`src/rtl/bbp_ram.sv`:
```
// Generic single-write, single-read RAM with registered read data.
// No dependencies.
module bbp_ram #(
    parameter int WIDTH = 8,
    parameter int DEPTH = 64
) (
    input  logic                                   aclk,
    input  logic                                   we,
    input  logic [(DEPTH > 1 ? $clog2(DEPTH) : 1)-1:0] waddr,
    input  logic [WIDTH-1:0]                       wdata,
    input  logic [(DEPTH > 1 ? $clog2(DEPTH) : 1)-1:0] raddr,
    output logic [WIDTH-1:0]                       rdata
);

    logic [WIDTH-1:0] mem [DEPTH];

    always_ff @(posedge aclk) begin
        if (we) begin
            mem[waddr] <= wdata;
        end
        rdata <= mem[raddr];
    end

endmodule

```
`config.mk`:
```
export PLATFORM = sky130hd
export DESIGN_NAME = bbp_ram
export DESIGN_NICKNAME = d
export VERILOG_FILES = /design/src/rtl/bbp_ram.sv
export SDC_FILE = /design/constraint.sdc
export NUM_CORES = 1
export LEC_CHECK = 0
export BUFFER_PORTS_ARGS = -buffer_cell sky130_fd_sc_hd__buf_2
export CAP_MARGIN = 0
export CORE_MARGIN = 1.5
export CORE_UTILIZATION = 35
export CTS_BUF_LIST = sky130_fd_sc_hd__clkbuf_4 sky130_fd_sc_hd__clkbuf_8
export DETAILED_ROUTE_END_ITERATION = 6
export SYNTH_ARGS = -nofsm -noshare
export SYNTH_HDL_FRONTEND = slang
export SYNTH_SLANG_ARGS = --single-unit
```
`constraint.sdc`:
```
create_clock -name aclk -period 3.6 [get_ports aclk]
set_input_delay 0.18 -clock aclk [delete_from_list [all_inputs] [get_ports aclk]]
set_output_delay 0.18 -clock aclk [all_outputs]
set_load 0.1 [all_outputs]
```
==> flow_metrics.py <==
metrics = {
    "synthesis": {
        "synth_compound_area_frac": 0.02072,
        "synth_ff_type": "edfxtp_1",
        "syn_inst": 940,
        "yosys_warnings": 0,
        "yosys.area_share.xor_xnor": 0,
        "ys_ff_latch": 520,
        "synth_top_family_by_area": "multiplexers",
        "async_reset_ff_frac": 0,
        "synth-simple-area-share": 0.03388,
        "syn_area_per_cell_sq_um": 21.45,
        "muxShareOfSynthArea": 0.1594,
        "yosys.area.top_type": "edfxtp_1",
        "netlist_top_cells_area": "edfxtp_1 76%, mux4_2 14%, nor2_1 1.5%, mux2i_1 1.1%, dfxtp_1 0.79%",
        "synth-seq-area-share": 0.7703,
        "syn_nets": 962,
        "synth.distinct_cells": 40,
        "synthAdderAreaFrac": 0,
        "synth-edff-count": 512,
        "synthesis.area_sq_um": 20170,
        "synth_top_area_share": 0.7624,
    },
    "pwr": {
        "cellPowerDensity_nw_per_um2": 539.5,
        "leakage_nw": 7.074,
        "peakVddDrop_mv": 0.2613,
        "total_power_mw": 12.31,
    },
    "status": {
        "status": "finished clean",
    },
    "clock_network": {
        "root_buffer": "clkbuf_8",
        "cts_tree": "done",
        "clock_path_buffers": 3,
        "clock_latency_ns": 0.65,
        "cts-buffers-inserted": 82,
        "path_clk_slew_ns": 0.06,
        "numClockSinks": 520,
        "post_cts_resized": 0,
        "h-tree-depth": 3,
    },
    "global_routing": {
        "grt_use_total": 0.1602,
        "grt_pass1_vias": 10240,
        "gr-total-overflow": 0,
        "grt_start_max_net_pins": 65,
        "antenna_found_initial": 5,
        "grt_pass1_wl_um": 69050,
    },
    "floorplan": {
        "core-area_sq_um": 56710,
        "dieArea_sq_um": 59070,
        "row_count": 87,
        "die_h_um": 243.0,
        "ios": 30,
        "fp.dieW_um": 243.0,
        "start_util": 0.3556,
    },
    "critical_path": {
        "cp_max_fo": 1,
        "critPathArrivalTime_ns": 2.61,
        "crit_type": "register to register",
        "worst_setup_path_end_kind": "register",
        "crit_path_start_kind": "register",
        "cp.required_ns": 4.12,
    },
    "timing": {
        "tightest_slew_ns": 1.231,
        "post-route-min-period_ns": 2.087,
        "fmax_ghz": 0.4791,
        "rsz0062_at_grt": "false",
        "maxSlewHeadroom": 0.1793,
        "hold_viol": 0,
        "setup_viol": 0,
        "final_max_slew_viol_count": 0,
        "fin_crit_sh": 0.5798,
        "fin_setup_tns_ns": 0,
        "finalClockSkew_ns": 0.02311,
        "whs_ns": 0.06743,
    },
    "routing": {
        "drc": 0,
        "firstDrtPassIters": 5,
        "vias": 9634,
        "wire_per_inst_um": 25.01,
        "via_per_inst": 5.208,
        "wl_um": 46260,
        "ant_nets": 0,
        "drtIter0Drc": 1013,
    },
    "final_layout": {
        "area_growth_pct": 13.15,
        "mostFrequentLayoutCell": "edfxtp_1",
        "drive_above_1_share": 0.2958,
        "fin_nets": 1054,
        "final_cell_mix": "512 x edfxtp_1, 126 x mux4_2, 92 x clkbuf_8",
    },
    "flow_run": {
        "maxCapViolCount": 0,
    },
    "placement": {
        "portBuffers": 29,
        "globalplace.congestion": 0.7956,
        "hpwl_um": 27860,
    },
    "min_path": {
        "hp-class": "input pin to register",
    },
}
==> metal layers <==
layer,share of wire,global-route usage
met2,0.47,0.2483
met5,0.00091,0
met3,0.083,0.04445
met4,0.023,0.05663
met1,0.42,0.2170
==> cell usage after synthesis, types with 6 or more instances <==
library cell / number
buf_4: 13
clkbuf_1: 17
mux2_2: 13
nand2_1: 19
nor2_1: 83
nor3_1: 7
nor2b_1: 14
mux4_2: 126
o221ai_1: 8
a221oi_1: 6
nand3_1: 13
buf_2: 11
mux2i_1: 23
nand2b_1: 7
o22ai_1: 8
dfxtp_1: 8
edfxtp_1: 512
==> state kept, by name, indices dropped and copies added (netlist names) <==
name   flops
rdata      8
mem      512
==> repair_timing <==
action                                 in CTS  in global routing
setup buffers                               0                  0
hold buffers                                1                  0
endpoints found under the hold margin       2                  0
==> final cells by class <==
type / count / area (sq um)
Sequential cell: 520 / 15530
Timing Repair Buffer: 59 / 424.2
Clock inverter: 35 / 205.2
Fill cell: 4996 / 33900
Tap cell: 756 / 945.9
Clock buffer: 109 / 1388
Antenna cell: 2 / 5.005
Multi-Input combinational cell: 369 / 4315
==> report_power, final <==
| group | total, mW | internal [mW] | switching, mW |
|---|---|---|---|
| registers | 6.73 | 6.70 | 0.0208 |
| logic | 0.701 | 0.232 | 0.470 |
| clock network | 4.88 | 2.64 | 2.24 |
| total | 12.3 | 9.58 | 2.73 |
==> kinds of logic (layout without fill, tap and decap cells) <==
logic type / count (synthesis) / count (layout)
AOI/OAI and AO/OA: 54 / 54
and+or+nand+nor: 153 / 153
other: 0 / 2
buffers and inverters: 51 / 203
muxes: 162 / 162
DFF: 520 / 520
==> path summary, 6_finish.rpt <==
check             startpoint    endpoint  slack, ns  depth (start not counted)
setup reg to reg   mem[3][2]    rdata[2]       1.51                          5
hold / removal      waddr[1]  mem[48][2]       0.07                          2
setup / recovery   mem[3][2]    rdata[2]       1.51                          5
hold reg to reg   mem[31][6]    rdata[6]       0.86                          3
==> worst max-delay path: stages, from the launching register on <==
cell,delay (ns)
edfxtp_1,0.36
mux4_2,0.53
mux4_2,0.52
nor2_1,0.28
nor3_1,0.14
o2bb2ai_1,0.15
==> through the flow <==
stage / utilization / area [sq um] / cells / worst slack, ns
after floorplan: - / 20170 / 940 / 1.752
after global placement: 0.3740 / 21210 / 1703 / 0.8893
after detailed placement: 0.3740 / 21210 / 1703 / 0.8908
after CTS: 0.4023 / 22810 / 1848 / 1.553
after global routing: 0.4023 / 22820 / 1849 / 1.412
final: 0.4023 / 22820 / 1850 / 1.513
No activity file was read; power rests on OpenSTA's default activity.
