<file path="config.mk">
export PLATFORM = sky130hd
export DESIGN_NAME = bbp_match
export DESIGN_NICKNAME = d
export VERILOG_FILES = /design/src/rtl/bbp_pkg.sv /design/src/rtl/bbp_match.sv
export SDC_FILE = /design/constraint.sdc
export NUM_CORES = 1
export LEC_CHECK = 0
export ABC_AREA = 0
export BUFFER_PORTS_ARGS = -buffer_cell sky130_fd_sc_hd__clkbuf_2
export CORE_AREA = 2 2 76 78
export DETAILED_ROUTE_END_ITERATION = 16
export DIE_AREA = 0 0 78 80
export GPL_ROUTABILITY_DRIVEN = 0
export PLACE_DENSITY = 0.69
export SYNTH_ARGS = -nofsm -noshare
export SYNTH_HDL_FRONTEND = slang
export SYNTH_SLANG_ARGS = --single-unit
</file>
<file path="constraint.sdc">
create_clock -name vclk -period 3.4
set_clock_uncertainty 0.05 [all_clocks]
set_input_delay 0.68 -clock vclk [all_inputs]
set_output_delay 0.68 -clock vclk [all_outputs]
set_load 0.02 [all_outputs]
</file>
<file path="src/rtl/bbp_pkg.sv">
// Shared types and constants for the basic block partitioner.
// Used by bbp_match, bbp_checker and the basic_block_partitioner top level. No dependencies.
package bbp_pkg;

    // Field widths
    localparam int ADDR_W    = 64;
    localparam int LEN_W     = 4;
    localparam int KIND_W    = 3;
    localparam int FIRST_W   = 6;
    localparam int COUNT_W   = 7;
    localparam int S_TDATA_W = 136;
    localparam int S_TUSER_W = 4;
    localparam int M_TDATA_W = 144;

    // Instruction kind codes
    localparam logic [KIND_W-1:0] KIND_OTHER    = 3'd0;
    localparam logic [KIND_W-1:0] KIND_RETURN   = 3'd1;
    localparam logic [KIND_W-1:0] KIND_COND     = 3'd2;
    localparam logic [KIND_W-1:0] KIND_UNCOND   = 3'd3;
    localparam logic [KIND_W-1:0] KIND_INDIRECT = 3'd4;

    // Sequencer states
    typedef enum logic [2:0] {
        ST_LOAD,
        ST_FETCH,
        ST_CAPTURE,
        ST_SWEEP,
        ST_EMIT,
        ST_FINAL
    } state_t;

    // One request to the shared address match unit
    typedef struct packed {
        logic [ADDR_W-1:0] key;
        logic [ADDR_W-1:0] cand_a;
        logic              en_a;
        logic [ADDR_W-1:0] cand_b;
        logic              en_b;
    } match_req_t;

endpackage

</file>
<file path="src/rtl/bbp_match.sv">
// Shared address match unit: compares one key against up to two candidates.
// Depends on bbp_pkg.
module bbp_match (
    input  bbp_pkg::match_req_t req,
    output logic                hit
);

    // Either enabled candidate equal to the key is a hit
    assign hit = (req.en_a && (req.cand_a == req.key)) ||
                 (req.en_b && (req.cand_b == req.key));

endmodule

</file>
==> summary.txt, run 1 <==
Status = complete, no violations
Kind of critical path = input port to primary output
Largest net degree at the start of global routing = 5
Num sequential = 0
Worst relative slew slack = 65.1%
FILL cells = 565
Max Fclk = 332 MHz
Number of buffers inserted by hold repair at cts = 0
DR WL/cell = 15.0 microns
Peak supply drop = 61.0 uV
Net total in the final layout = 590
GRT overflow = 0
Final Hold Viols = 0
Cell Area, Synth = 1500 sq um
Internal = 0.181 mW
Crit start category = input port
First-pass GRT wire length = 10.6 mm
Die W = 78 microns
Hold Crit Class = input port to primary output
Met3 Use GR = 3.28%
PwrDens = 127 nW/um^2
Routed Antenna Nets = 0
DPL Wire Length = 6.76 mm
Vias in the first global route = 2,315
DRC Markers = 0
Worst-Margin Slew = 0.518 ns
TritonRoute pass-1 iters = 4
Register area share after synthesis = 0%
RSZ-0062 raised after global routing = false
CORE AREA = 5410 sq um
# setup viols final = 0
Syn-to-layout area delta = 70.9%
Cell Chain, Critical Path = clkbuf_2 -> xnor2_1 -> nand4_1 -> nor4_1 -> nand4_1 -> o22ai_1 -> clkbuf_2
# diodes = 0
Sw Ratio = 44.3%
Post-synth net total = 393
Critical path capture point type = primary output
Die area = 6240 sq um
Number of port buffers = 195
Core Util, Final = 47.5%
Final Worst Setup Slack = 0.383 ns
Power consumption = 0.325 mW
Max-Cap Viols = 0
Via count = 2,176
Post-DP Area = 2570 sq um
Final Max Slew Viols = 0
CP required = 2.67 ns
Avg Vias per Cell = 4.67
Yosys cell types = 26
# clk buffers = 0
Sequential share of power = 0%
Sw Pwr = 0.144 mW
Combinational Power Share = 100.0%
Setup TNS = 0 ns
Critical-path top delay cell = nor4_1
CTS resizes = 0
Initial antenna violation count = 0
Gr usage total = 21.7%
Die height = 80 microns
Postcts setup bufs = 0
Design Area, Final = 2570 sq um
Cell count after synthesis = 199
DP Worst Slack = 0.326 ns
Yosys warnings = 0
Mean area per synthesized cell = 7.55 sq um
GRT busiest layer = met2
CP arrival = 2.29 ns
Register Area = 0 sq um
FP Rows = 27
I/O pin cnt = 195
Final period util = 88.7%
Leak = 1.25 nW
Minimum clock period = 3.02 ns
Starting density of the core = 27.8%
CP peak stage delay = 0.51 ns
Share of layout cells above drive strength 1 = 50.5%
First DRT Iteration DRCs = 32
Clock power share = 0%
CP Max Fanout = 3
DRT Wirelength = 7.01 mm
Routing usage on met1 = 23.6%
M2 GR Usage = 44.2%
final timing paths:
path	slack [ns]	startpoint	end	cells past startpoint
worst max-delay path	0.38	req[157]	hit	7
worst min-delay path	1.81	req[50]	hit	5
metal layers:
layer	vias up	wire length, microns
met4	0	119
li1	1102	-
met2	117	3750
met3	8	606
met1	949	2540
met5	-	0
placed cells by master, fill, tap and decap left out, drive strengths merged, types with 2 or more instances in the layout:
cell,count
clkbuf,195
o22ai,6
nand3,3
o221ai,3
or2b,2
nor4,8
o2111ai,2
xor2,7
xnor2,97
nand2b,8
nand2,2
inv,20
a22oi,4
nand4,25
a221oi,3
nor3,2
layout make-up:
class	instances	area, sq um	area share [%]
Multi-Input combinational cell	179	1430	55.6
Timing Repair Buffer	195	976	38.0
Tap cell	72	90.1	3.51
Inverter	20	75.1	2.92
cells in the mapped netlist:
library cell / n / area share (%)
a22o_1: 1 / 0.58
and4_1: 1 / 0.58
o221ai_1: 2 / 1.2
xor2_1: 7 / 4.1
a221oi_1: 3 / 1.7
nand2b_1: 8 / 3.3
nor4_1: 7 / 2.9
nor3_1: 2 / 0.67
nand2_1: 2 / 0.50
and3_1: 1 / 0.42
inv_1: 19 / 4.7
o2111ai_1: 2 / 1.2
inv_2: 1 / 0.25
nor4bb_1: 1 / 0.67
nand4_1: 25 / 10
o2bb2ai_1: 1 / 0.58
o221ai_2: 1 / 1.0
or2b_1: 2 / 1.0
a2bb2oi_1: 1 / 0.58
xnor2_1: 96 / 56
a22oi_1: 4 / 2.0
nor4_2: 1 / 0.83
nor2_1: 1 / 0.25
nand3_1: 3 / 1.0
xnor2_2: 1 / 1.1
o22ai_1: 6 / 2.5
power by group through the flow:
stage	Sequential (mW)	Combinational [mW]	Clock [mW]
final	0	0.325	0
after CTS	0	0.330	0
after detailed placement	0	0.328	0
after global placement	0	0.324	0
after floorplan	0	0.145	0
after global routing	0	0.356	0
stage by stage:
stage          std cells  hold slack [ns]
6_report             466             1.81
3_5_place_dp         466             1.82
5_1_grt              466             1.88
2_1_floorplan        199             1.57
3_3_place_gp         466             1.83
4_1_cts              466             1.82
cell families after synthesis:
| logic type | after synthesis | share of synthesized area [%] |
|---|---|---|
| AND/OR/NAND/NOR | 54 | 22.6 |
| XOR/XNOR | 104 | 61.1 |
| buffers and inverters | 20 | 5.00 |
| AO/OA/AOI/OAI | 21 | 11.3 |
critical path, delay by kind of cell:
family | cells | cell delay (ns)
AND/OR/NAND/NOR | 3 | 0.87
buffers and inverters | 2 | 0.33
XOR/XNOR | 1 | 0.25
AO/OA/AOI/OAI | 1 | 0.16
(Power assumes the default switching activity.)
==> run 2: changes to the inputs <==
==> config.mk (replaced) <==
export PLATFORM = sky130hd
export DESIGN_NAME = bbp_match
export DESIGN_NICKNAME = d
export VERILOG_FILES = /design/src/rtl/bbp_pkg.sv /design/src/rtl/bbp_match.sv
export SDC_FILE = /design/constraint.sdc
export NUM_CORES = 1
export LEC_CHECK = 0
export ABC_AREA = 1
export BUFFER_PORTS_ARGS = -buffer_cell sky130_fd_sc_hd__clkbuf_2
export CORE_AREA = 2 2 75 77
export DETAILED_ROUTE_END_ITERATION = 16
export DIE_AREA = 0 0 77 79
export GPL_ROUTABILITY_DRIVEN = 0
export PLACE_DENSITY = 0.85
export SYNTH_ARGS = -nofsm -noshare
export SYNTH_HDL_FRONTEND = slang
export SYNTH_SLANG_ARGS = --single-unit
==> run 2 against run 1 <==
Compared with the run above:
- via count up 60%
- maximum frequency up 22%
- clock-buffer cell count unchanged
- global-route usage up 5.4 points
- critical path depth up 5
- final cell count up 69%
- flip-flop and latch count unchanged
- non-clock buffer count unchanged
- critical endpoint unchanged
- largest power group unchanged
==> summary.txt, run 2 <==
Status = complete, no violations
Hold Path Stages = 7 (+2)
PwrDens = 110 nW/um^2 (-13%)
Commonest non-fill, non-tap cell in the layout = nand2_1
FP Rows = 27 (unchanged)
Final period util = 72.9% (-16 points)
Die height = 79 microns (-1.3%)
Area share of the largest cell type after synthesis = 41.6% (-14 points)
M2 GR Usage = 55.3% (+11 points)
Max-Cap Viols = 0 (unchanged)
CP Depth = 12 (+5)
Gr usage total = 27.1% (+5.4 points)
CP Max Fanout = 3 (unchanged)
Cell Area, Synth = 2170 sq um (+45%)
Register area share after synthesis = 0% (unchanged)
Num sequential = 0 (unchanged)
Die area = 6080 sq um (-2.5%)
DRT Wirelength = 8.56 mm (+22%)
Routing usage on met1 = 30.1% (+6.4 points)
Final Max Slew Viols = 0 (unchanged)
Leak = 2.32 nW (+85%)
RSZ-0062 raised after global routing = false
Mean area per synthesized cell = 4.19 sq um (-45%)
CORE AREA = 5340 sq um (-1.2%)
Post-synth net total = 713 (+81%)
Number of buffers inserted by hold repair at cts = 0 (unchanged)
# setup viols final = 0 (unchanged)
Met3 Use GR = 3.86% (+0.58 points)
Net total in the final layout = 910 (+54%)
Post-synth top cells = 241 x nand2_1, 96 x inv_1, 80 x nor2_1
Postcts setup bufs = 0 (unchanged)
Crit start category = input port
Setup TNS = 0 ns (unchanged)
Initial antenna violation count = 0 (unchanged)
CP peak stage delay = 0.17 ns (-0.34 ns)
CP dominant cell by count = nand2_1
Kind of critical path = input port to primary output
Cell count after synthesis = 519 (+160%)
Routed Antenna Nets = 0 (unchanged)
Share of layout cells above drive strength 1 = 31.0% (-20 points)
Hold Crit Class = input port to primary output
Critical-path top delay cell = clkbuf_2
Starting density of the core = 40.7% (+13 points)
Syn-to-layout area delta = 49.0%
Cell family with most CP delay = simple AND/OR/NAND/NOR gates
Via count = 3,476 (+60%)
Vias in the first global route = 3,281 (+42%)
Worst relative slew slack = 84.0% (+19 points)
Area contributors post-synth = nand2_1 42%, inv_1 17%, nor2_1 14%
Most frequent cells in the layout = 241 x nand2_1, 195 x clkbuf_2, 96 x inv_1
Count leader, synth = nand2_1
Critical path capture point type = primary output
Avg Vias per Cell = 4.42 (-5.3%)
Core Util, Final = 60.7% (+13 points)
Placed cell count = 786 (+69%)
Number of port buffers = 195 (unchanged)
TritonRoute pass-1 iters = 4 (unchanged)
Largest net degree at the start of global routing = 5 (unchanged)
DPL Wire Length = 8.01 mm (+19%)
First-pass GRT wire length = 13.4 mm (+27%)
Max Fclk = 403 MHz (+22%)
Die W = 77 microns (-1.3%)
CP required = 2.67 ns (about the same)
Worst-Margin Slew = 0.238 ns (-0.280 ns)
GRT busiest layer = met2
Yosys cell types = 13 (-50%)
Register Area = 0 sq um (unchanged)
Cell Chain, Critical Path = clkbuf_2 -> inv_1 -> nand2_1 -> o21ai_1 -> nor2_1 -> nand2_1 -> nor2_1 -> nand2_1 -> nor2_1 -> nand3_1 -> nand2_1 -> clkbuf_2
Cell taking the most area after synthesis = nand2_1
DRC Markers = 0 (unchanged)
CP arrival = 1.75 ns (-0.54 ns)
Minimum clock period = 2.48 ns (-0.537 ns)
Finished Layout Cells = 786 (+69%)
I/O pin cnt = 195 (unchanged)
CP bufs+invs = 3 (+1)
GRT overflow = 0 (unchanged)
CTS resizes = 0 (unchanged)
# diodes = 0 (unchanged)
# clk buffers = 0 (unchanged)
Yosys warnings = 0 (unchanged)
DR WL/cell = 10.9 microns (-28%)
Peak supply drop = 57.3 uV (-6.1%)
First DRT Iteration DRCs = 92 (+190%)
Final Hold Viols = 0 (unchanged)
## run 2: final cells by class
type               instances  area, sq um
fillers                  581         2100
inverters                119          447
multi-input cells        400         1730
well taps                 72         90.1
repair buffers           195          976
## run 2: per-layer routing
layer  wire, microns  vias up
li1                -     1890
met1            3300     1428
met2            4390      148
met3             752       10
met4             110        0
met5               0        -
## run 2: cell families (layout without fill, tap and decap cells)
family	after synthesis	count (layout)	synth area share (%)
AOI/OAI and AO/OA	38	38	9.09
xor gates and xnor gates	31	31	12.5
buffers and inverters	119	314	20.5
and+or+nand+nor	331	331	57.9
## run 2: metrics by stage
step           area (sq um)  total power [mW]  hold WS, ns  setup slack [ns]
6_report               3240             0.356         1.86             0.921
5_1_grt                3240             0.405         1.89             0.743
4_1_cts                3240             0.357         1.87             0.917
3_5_place_dp           3240             0.355         1.87             0.924
3_3_place_gp           3240             0.347         1.86             0.938
2_1_floorplan          2170             0.172         1.63              1.29
## run 2: path summary, 6_finish.rpt
check                     from   to  slack (ns)
worst max-delay path  req[157]  hit        0.92
worst min-delay path   req[27]  hit        1.86
## run 2: report_power, final
part | internal (mW) | switching (mW) | total [mW]
Combinational | 0.168 | 0.188 | 0.356
Clock | 0 | 0 | 0
Sequential | 0 | 0 | 0
Total | 0.168 | 0.188 | 0.356
